### src/rcad_pkg.sv
`timescale 1ns / 1ps
`default_nettype none
// ----------------------------------------------------------------------------
// rcad_pkg
// Types and constants for the RC channel averaging and deadband block.
// ----------------------------------------------------------------------------
package rcad_pkg;

  localparam int unsigned SAMPLE_W   = 12;
  localparam int unsigned CHANNEL_W  = 4;
  localparam int unsigned HIST_DEPTH = 3;
  localparam int unsigned SLOT_W     = 2;
  localparam int unsigned SUM_W      = 14;
  localparam int unsigned DEADBAND   = 3;
  localparam int unsigned OFFSET     = 2;
  localparam int unsigned ROUNDING   = 2;

  typedef logic [SAMPLE_W-1:0]  sample_t;
  typedef logic [CHANNEL_W-1:0] channel_t;
  typedef logic [SLOT_W-1:0]    slot_t;
  typedef logic [SUM_W-1:0]     sum_t;

  // receiver_mode codes; the unused code 3 runs as pulse mode
  typedef enum logic [1:0] {
    MODE_PULSE       = 2'd0,
    MODE_SERIAL_FLAG = 2'd1,
    MODE_SERIAL      = 2'd2
  } rx_mode_t;

  typedef enum logic {
    REG_MODE      = 1'b0,
    REG_THRESHOLD = 1'b1
  } reg_index_t;

  localparam slot_t LAST_SLOT = slot_t'(HIST_DEPTH - 1);

endpackage : rcad_pkg
`default_nettype wire

### src/rc_channel_average_deadband.sv
`timescale 1ns / 1ps
`default_nettype none
// ----------------------------------------------------------------------------
// rc_channel_average_deadband
// Per-channel four-sample rounded average with deadband for pulse receivers,
// direct pass-through of accepted samples for serial-bus receivers.
// ----------------------------------------------------------------------------
// Channel   Signals                                          Dir
// input     in_valid, in_stall, channel, pulse_value,        in (in_stall out)
//           frame_start, armed, link_failsafe
// output    out_valid, out_stall, out_channel,               out (out_stall in)
//           filtered_value, accepted
// config    cfg_write, cfg_index, cfg_data                   in
//
// One item per cycle while the output is not stalled.
// Stage 1 registers the item, slot and acceptance; stage 2 reads the channel's
// history row, sums and stores the sample; the output stage reads and updates
// the held value. Each channel store is read and written in one stage, so
// back-to-back items on the same channel need no forwarding.
// Reset clears all stores and the history slot.
// Each stage holds while the next is full and stalled; bubbles collapse.
// ----------------------------------------------------------------------------
module rc_channel_average_deadband
  import rcad_pkg::*;
#(
  parameter int unsigned NUM_CHANNELS = 12
) (
  input  wire logic     clk,
  input  wire logic     rst,
  input  wire logic     cfg_write,
  input  wire logic     cfg_index,
  input  wire sample_t  cfg_data,
  input  wire logic     in_valid,
  output logic          in_stall,
  input  wire channel_t channel,
  input  wire sample_t  pulse_value,
  input  wire logic     frame_start,
  input  wire logic     armed,
  input  wire logic     link_failsafe,
  output logic          out_valid,
  input  wire logic     out_stall,
  output channel_t      out_channel,
  output sample_t       filtered_value,
  output logic          accepted
);

  localparam int unsigned IDX_W = (NUM_CHANNELS > 1) ? $clog2(NUM_CHANNELS) : 1;
  localparam logic [CHANNEL_W:0] CH_LIMIT = (CHANNEL_W + 1)'(NUM_CHANNELS);

  // configuration
  logic [1:0] receiver_mode;
  sample_t    failsafe_threshold;

  // channel stores
  sample_t [HIST_DEPTH-1:0] sample_history [NUM_CHANNELS];
  sample_t                  held_value     [NUM_CHANNELS];
  slot_t                    history_slot;
  slot_t                    history_slot_next;

  // stage 1
  logic     s1_valid;
  channel_t s1_channel;
  sample_t  s1_sample;
  slot_t    s1_slot;
  logic     s1_acc;

  // stage 2
  logic     s2_valid;
  channel_t s2_channel;
  sample_t  s2_sample;
  sample_t  s2_avg;
  logic     s2_acc;
  logic     s2_in_range;

  logic     pulse_mode;
  logic     in_fire, s1_fire, s2_fire;
  logic     out_ready, s2_ready, s1_ready;
  logic     acc_in;
  logic     s1_in_range;
  logic     hist_write;
  logic [IDX_W-1:0] s1_idx, s2_idx;
  sample_t [HIST_DEPTH-1:0] s1_row;
  sum_t     sum;
  sample_t  avg;
  sample_t  held_old, held_mid, held_new;

  assign pulse_mode = (receiver_mode != MODE_SERIAL_FLAG) && (receiver_mode != MODE_SERIAL);

  // handshake
  assign out_ready = !out_valid || !out_stall;
  assign s2_ready  = !s2_valid || out_ready;
  assign s1_ready  = !s1_valid || s2_ready;
  assign in_stall  = !s1_ready;
  assign in_fire   = in_valid && s1_ready;
  assign s1_fire   = s1_valid && s2_ready;
  assign s2_fire   = s2_valid && out_ready;

  // configuration writes
  always_ff @(posedge clk) begin
    if (rst) begin
      receiver_mode      <= MODE_PULSE;
      failsafe_threshold <= '0;
    end else if (cfg_write) begin
      unique case (reg_index_t'(cfg_index))
        REG_MODE:      receiver_mode      <= cfg_data[1:0];
        REG_THRESHOLD: failsafe_threshold <= cfg_data;
        default:       ;
      endcase
    end
  end

  // input: slot advance and acceptance test
  always_comb begin
    history_slot_next = history_slot;
    if (frame_start) begin
      history_slot_next = (history_slot == LAST_SLOT) ? '0 : history_slot + slot_t'(1);
    end
    if (receiver_mode == MODE_SERIAL_FLAG) begin
      acc_in = link_failsafe || !armed;
    end else begin
      acc_in = (pulse_value > failsafe_threshold) || !armed;
    end
  end

  always_ff @(posedge clk) begin
    if (rst) begin
      history_slot <= '0;
      s1_valid     <= 1'b0;
    end else begin
      if (in_fire) begin
        history_slot <= history_slot_next;
        s1_valid     <= 1'b1;
      end else if (s1_fire) begin
        s1_valid <= 1'b0;
      end
    end
  end

  always_ff @(posedge clk) begin
    if (in_fire) begin
      s1_channel <= channel;
      s1_sample  <= pulse_value;
      s1_slot    <= history_slot_next;
      s1_acc     <= acc_in;
    end
  end

  // stage 2: history read, rounded average, history store
  assign s1_in_range = {1'b0, s1_channel} < CH_LIMIT;
  assign s1_idx      = s1_channel[IDX_W-1:0];
  assign s1_row      = sample_history[s1_idx];
  assign hist_write  = s1_fire && s1_acc && s1_in_range && pulse_mode;

  always_comb begin
    sum = sum_t'(s1_sample) + sum_t'(ROUNDING);
    for (int k = 0; k < HIST_DEPTH; k++) begin
      sum = sum + sum_t'(s1_row[k]);
    end
    avg = sample_t'(sum >> 2);
  end

  always_ff @(posedge clk) begin
    if (rst) begin
      for (int c = 0; c < NUM_CHANNELS; c++) begin
        sample_history[c] <= '0;
      end
    end else if (hist_write) begin
      sample_history[s1_idx][s1_slot] <= s1_sample;
    end
  end

  always_ff @(posedge clk) begin
    if (rst) begin
      s2_valid <= 1'b0;
    end else if (s1_fire) begin
      s2_valid <= 1'b1;
    end else if (s2_fire) begin
      s2_valid <= 1'b0;
    end
  end

  always_ff @(posedge clk) begin
    if (s1_fire) begin
      s2_channel  <= s1_channel;
      s2_sample   <= s1_sample;
      s2_avg      <= avg;
      s2_acc      <= s1_acc && s1_in_range;
      s2_in_range <= s1_in_range;
    end
  end

  // stage 3: held value read, deadband, held store
  assign s2_idx   = s2_channel[IDX_W-1:0];
  assign held_old = held_value[s2_idx];

  always_comb begin
    held_mid = held_old;
    // pull down toward the average when it drops below the band
    if (({1'b0, s2_avg} + (SAMPLE_W + 1)'(DEADBAND)) < {1'b0, held_old}) begin
      held_mid = s2_avg + sample_t'(OFFSET);
    end
    held_new = held_mid;
    if ({1'b0, s2_avg} > ({1'b0, held_mid} + (SAMPLE_W + 1)'(DEADBAND))) begin
      held_new = s2_avg - sample_t'(OFFSET);
    end
    if (!s2_acc) begin
      held_new = held_old;
    end else if (!pulse_mode) begin
      held_new = s2_sample;
    end
  end

  always_ff @(posedge clk) begin
    if (rst) begin
      for (int c = 0; c < NUM_CHANNELS; c++) begin
        held_value[c] <= '0;
      end
    end else if (s2_fire && s2_acc) begin
      held_value[s2_idx] <= held_new;
    end
  end

  // output register
  always_ff @(posedge clk) begin
    if (rst) begin
      out_valid <= 1'b0;
    end else if (s2_fire) begin
      out_valid <= 1'b1;
    end else if (!out_stall) begin
      out_valid <= 1'b0;
    end
  end

  always_ff @(posedge clk) begin
    if (s2_fire) begin
      out_channel    <= s2_channel;
      filtered_value <= s2_in_range ? held_new : '0;
      accepted       <= s2_acc;
    end
  end

  // --------------------------------------------------------------------------
  // assertions
  // --------------------------------------------------------------------------
  a_slot_range: assert property (@(posedge clk) disable iff (rst)
    (history_slot != 2'd3))
    else $error("history slot left its range");

  a_out_of_range: assert property (@(posedge clk) disable iff (rst)
    (out_valid && ({1'b0, out_channel} >= CH_LIMIT)) |-> (!accepted && (filtered_value == '0)))
    else $error("out-of-range channel reported a value");

  a_deadband: assert property (@(posedge clk) disable iff (rst)
    (s2_valid && s2_acc && pulse_mode) |->
      (({1'b0, held_new} + (SAMPLE_W + 1)'(DEADBAND)) >= {1'b0, s2_avg}) &&
      (({1'b0, s2_avg} + (SAMPLE_W + 1)'(DEADBAND)) >= {1'b0, held_new}))
    else $error("held value outside deadband of average");

  a_hist_store: assert property (@(posedge clk) disable iff (rst)
    hist_write |=> (sample_history[$past(s1_idx)][$past(s1_slot)] == $past(s1_sample)))
    else $error("sample not stored in history slot");

  a_stall_full: assert property (@(posedge clk) disable iff (rst)
    in_stall |-> (s1_valid && s2_valid && out_valid && out_stall))
    else $error("input stalled with room in the pipeline");

endmodule : rc_channel_average_deadband
`default_nettype wire

### config.mk
export PLATFORM = sky130hd
export DESIGN_NAME = rc_channel_average_deadband
export DESIGN_NICKNAME = d
export VERILOG_FILES = /design/src/rcad_pkg.sv /design/src/rc_channel_average_deadband.sv
export SDC_FILE = /design/constraint.sdc
export NUM_CORES = 1
export LEC_CHECK = 0
export BUFFER_PORTS_ARGS = -buffer_cell sky130_fd_sc_hd__buf_2
export CORE_ASPECT_RATIO = 1.2
export CORE_UTILIZATION = 68
export DETAILED_ROUTE_END_ITERATION = 12
export GPL_TIMING_DRIVEN = 1
export PLACE_DENSITY = 0.85
export RECOVER_POWER = 100
export SETUP_SLACK_MARGIN = 0.2
export SLEW_MARGIN = 20
export SYNTH_ARGS = -nofsm -noshare
export SYNTH_HDL_FRONTEND = slang
export SYNTH_SLANG_ARGS = --single-unit
export TNS_END_PERCENT = 1
### constraint.sdc
create_clock -name clk -period 16.4 [get_ports clk]
set_clock_uncertainty 0.2 [all_clocks]
set_input_delay 2.46 -clock clk [delete_from_list [all_inputs] [get_ports clk]]
set_output_delay 2.46 -clock clk [all_outputs]
set_load 0.1 [all_outputs]
Word level (Yosys, flattened, before mapping). Memories as Yosys holds them, arrays and structs flattened. A register that Yosys moved wholly into a read port is not among the register bits. Index checks and enable logic that the tools add are counted.

Muxes and demuxes: 31. Equality and inequality tests: 5. $lt $le $gt $ge: 6. Bitwise operators: 1. $add $sub $neg: 9. Reductions and logical operators: 27.

Operator list (count): 36-bit two-way mux (3); 12-bit two-way mux (6); 12-bit by 2-bit adder with 13-bit output (second input constant) (3); 36-bit OR reduction (1); 14-bit by 12-bit adder with 14-bit output (2); 12-bit demux with 2-bit select (1); 4-bit two-way mux (4); 1-bit two-way mux (15); 13-bit by 12-bit adder with 14-bit output (1); 12-bit by 13-bit > comparator with 1-bit output (1); 13-bit by 12-bit < comparator with 1-bit output (1); 12-bit by 2-bit adder with 12-bit output (second input constant) (1); 12-bit > comparator (1); 12-bit OR reduction (1); 12-bit by 2-bit subtractor with 12-bit output (second input constant) (1); 1-bit logical AND (10); 1-bit logical NOT (6); 1-bit logical OR (5); 4-bit < comparator (second input constant) (1); 2-bit two-way mux (2); 2-bit by 1-bit != test with 1-bit output (second input constant) (2); 2-bit AND reduction (2); 2-bit nonzero test (2); 2-bit by 3-bit < comparator with 1-bit output (second input constant) (1); 6 further kinds (6).

Memories kept: 2. Memory bits (writable): 576. Register bits: 85. Logic and storage cells: 99. Output and inout port bits: 19. Input bits: 37.

Memory list: sample_history (words 12, bits a word 36, rd ports 1, clocked after memory_dff 1, wr ports 12, RTL line rc_channel_average_deadband.sv:55) `sample_t [HIST_DEPTH-1:0] sample_history [NUM_CHANNELS];`; held_value (words 12, bits a word 12, rd ports 1, clocked after memory_dff 1, wr ports 12, RTL line rc_channel_average_deadband.sv:56) `sample_t held_value [NUM_CHANNELS];`.

Longest topological paths before layout.
Depth after elaboration: 12. Gate-level depth with buffers: 36. Depth with buffers taken out: 32.

Worst setup path before layout. Ideal clock, no wire load.

Kind: register -> register. From: register (tool-made name). To: memory held_value[12][6] (netlist name), data pin. Arrival: 7.605 ns. Buffers on the path: 6. Setup time: 0.277 ns. Cell stages (with the launch flop): 32. Setup slack: 8.318 ns. Required time: 15.923 ns. Clock period less this slack: 8.082 ns. Cell sequence: dfxtp_1 buf_6 buf_6 buf_6 mux4_2 a221o_1 inv_1 ha_1 a21oi_1 nor2b_1 a311oi_1 o211ai_1 nor2_1 buf_2 a21oi_1 ha_1 nand2b_1 or4b_2 nor3_1 a21oi_1 or3_1 nand3_1 o21ai_0 ha_1 a2111o_1 o311ai_0 clkbuf_1 nor2_1 a21oi_1 o2bb2ai_1 clkbuf_1 nor2_1.

RTL lines (RTL line): end, declared (rc_channel_average_deadband.sv:56).

==> impl_metrics.toml <==
[grt]
gr-total-overflow = 0
grt_pass1_vias = 23900
grt_pass1_wl_um = 145000
track_usage = 0.335
grt_max_degree = 73
antenna_found_initial = 2

[setup_path]
endpoint_kind = "flip-flop"
reg2reg_to = "held_value[14][8]$_DFFE_PP_"
required_ns = 16.52
crit_fanout = 47
endpoint = "held_value[14][8]$_DFFE_PP_"
cp-start-kind = "flip-flop"
slowest_stage = "clkbuf_1"
slowest_delay_ns = 2.86
ff2ff_setup_slack_ns = 3.95
worstPathArrival_ns = 12.57
reg2reg_depth = 28
worstSetupPathType = "flip-flop to flip-flop"
path_common_cell = "ha_1"

[die]
rows = 96
die_h_um = 265
initial_core_util = 0.688
fp.dieW_um = 222
dieArea_mm2 = 0.0588
ios = 56
core_mm2 = 0.0572

[synthesis]
syn_area_per_cell_um2 = 15.4
yosys.cell_count.top_type = "edfxtp_1"
synth_enable_flop_cells = 834
synth_top_area_frac = 0.637
yosys_warnings = 0
synth_area_leader_cell = "edfxtp_1"
yosysUniqueCellTypes = 71
syn_area_mm2 = 0.0393
synth.ff_latch_count = 861
netlist_top_cells_count = "834 x edfxtp_1, 296 x and2_1, 241 x nor2_1, 228 x mux4_2, 174 x nor3_1"
synth_cells = 2559
synth.area.top_cells = "edfxtp_1 64%, mux4_2 13%, and2_1 4.7%, nor2_1 2.3%, nor3_1 2.2%"
ys_async_sr_fraction = 0
synth_seq_area_share = 0.650
synth_flop_cell = "edfxtp_1"

[placement]
hpwl_um = 61600
gp_congestion = 0.944
port_buffers = 55

[clock_tree]
cts_tree = "done"
cts_buffers = 80
holdBufCountCts = 0
postCtsSetupBuffers = 0
htree_levels = 3
clk_pin_slew_worst_paths_ns = 0.06
cts.repair.resized = 0
clockRootBuffer = "clkbuf_16"
worst_skew_pair.late_latency_ns = 0.65
cts_buffer_depth = 3
cts.sinks = 861

[sta]
max_freq_ghz = 0.0803
tightest_slew_ns = 4.13
period_minus_slack_ns = 12.45
setup_viol = 0
max-slew-margin-rel = -1.75
slew_viol_final = 935
period_share = 0.759
hold_viol_final = 0
setup-tns-final_ns = 0
grt_setup_unrepaired = "no"

[route]
drcViolationCount = 0
vias = 23500
drtIter0Drc = 2943
ant_nets = 0
vias_per_cell = 6.66
dr.pass1.iters = 5
wirelength_um = 96200
wire_per_inst_um = 27.3

[final_layout]
nFillCells = 3224
layout.nets = 2848
final_util = 0.754
multi_input_area_mm2 = 0.0133
drive_gt1_frac = 0.155
seqCellArea_mm2 = 0.0256
syn_to_final_growth_pct = 9.55

[job]
maxCapViolations = 25

[pwr]
p_per_area_mw_per_mm2 = 137
irDropWorstVdd_v = 0.0000960
p_leak_nw = 15.1

[outcome]
violations = "capacitance limit, slew limit"
outcome = "complete, but fails checks"

[worst_hold_path]
holdPathStages = 2
hold_class = "flip-flop to flip-flop"
-- area by class of cell --
cell class | instances | share of cell area
multi-input cells | 1597 | 0.309
repair buffers | 135 | 0.0148
clock buffers | 99 | 0.0491
diodes | 1 | 0.0000581
flip-flops and latches | 861 | 0.594
inverters | 59 | 0.00514
well taps | 735 | 0.0213
clock inverters | 41 | 0.00694
-- placed cells by master, fill, tap and decap left out, types with 19 or more instances in the layout --
cell         n
a21oi_1     42
and2_0     222
and2_1      74
buf_2       19
buf_4       29
clkbuf_1   104
clkbuf_16   82
conb_1     144
dfxtp_1     22
edfxtp_1   834
fa_1        23
ha_1        54
inv_1       54
mux4_2     228
nand2_1     93
nand3_1     19
nor2_1     241
nor3_1     174
o21ai_0     62
xnor2_1     22
xor2_1      22
-- per-layer routing --
metal,track usage,share of wire,vias to the layer above
met1,0.403,0.33,11700
met2,0.585,0.52,1536
li1,-,-,9903
met5,0,0.00026,-
met4,0.186,0.061,4
met3,0.0494,0.089,326
-- cell families (layout without fill, tap and decap cells) --
kind of cell	after synthesis	count (layout)	synth area share
buffers and inverters	244	334	0.0250
AND/OR/NAND/NOR	890	890	0.115
XOR/XNOR	44	44	0.00980
adder cells (fa/ha/maj)	77	77	0.0289
AO/OA/AOI/OAI	189	189	0.0333
other	1	145	0.0000953
flip-flops	861	861	0.650
multiplexers	253	253	0.137
-- worst max-delay path, delay by kind of cell (launching register included) --
family | cells | cell delay, ns
compound gates | 12 | 4.22
buf+inv | 4 | 3.64
fa+ha+maj | 3 | 0.88
simple gates | 8 | 2.01
flops | 1 | 0.31
mux | 1 | 0.78
-- metrics by stage --
stage / setup slack (ns) / cell area, µm² / total power [mW] / cells / hold WS [ns]
floorplan: 8.32 / 39900 / 3.71 / 2702 / 0.224
CTS: 6.89 / 43400 / 5.88 / 3526 / 0.261
global route: 3.18 / 43100 / 6.09 / 3527 / 0.280
detailed placement: 6.88 / 40900 / 4.14 / 3386 / 0.252
global placement: 7.23 / 40900 / 4.10 / 3386 / 0.244
finish: 3.95 / 43100 / 5.90 / 3528 / 0.258
-- worst min path at each step --
stage / startpoint / end / slack (ns)
4_1_cts: failsafe_threshold[7]$_SDFFE_PP0P_ / failsafe_threshold[7]$_SDFFE_PP0P_ / 0.26
2_1_floorplan: s2_channel[1]$_DFFE_PP_ / out_channel[1]$_DFFE_PP_ / 0.22
3_5_place_dp: failsafe_threshold[10]$_SDFFE_PP0P_ / failsafe_threshold[10]$_SDFFE_PP0P_ / 0.25
5_1_grt: failsafe_threshold[2]$_SDFFE_PP0P_ / failsafe_threshold[2]$_SDFFE_PP0P_ / 0.28
3_3_place_gp: failsafe_threshold[1]$_SDFFE_PP0P_ / failsafe_threshold[1]$_SDFFE_PP0P_ / 0.24
6_report: failsafe_threshold[7]$_SDFFE_PP0P_ / failsafe_threshold[7]$_SDFFE_PP0P_ / 0.26
-- flip-flops by register name (all words and copies together) (netlist names), named ones only --
signal / count
out_channel: 4
s1_valid: 1
s2_channel: 4
sample_history: 576
s2_avg: 12
out_valid: 1
s1_acc: 1
filtered_value: 12
s2_sample: 12
s1_sample: 12
receiver_mode: 2
s2_valid: 1
s2_acc: 1
accepted: 1
failsafe_threshold: 12
history_slot: 2
s1_channel: 4
held_value: 192
s2_in_range: 1
s1_slot: 2
-- where the power goes --
| part | internal [mW] | switching (mW) | leakage (nW) |
|---|---|---|---|
| Sequential | 2.57 | 0.0962 | 8.64 |
| Clock | 0.964 | 0.795 | 1.17 |
| Combinational | 0.540 | 0.933 | 5.28 |
No activity file was read; power rests on OpenSTA's default activity.
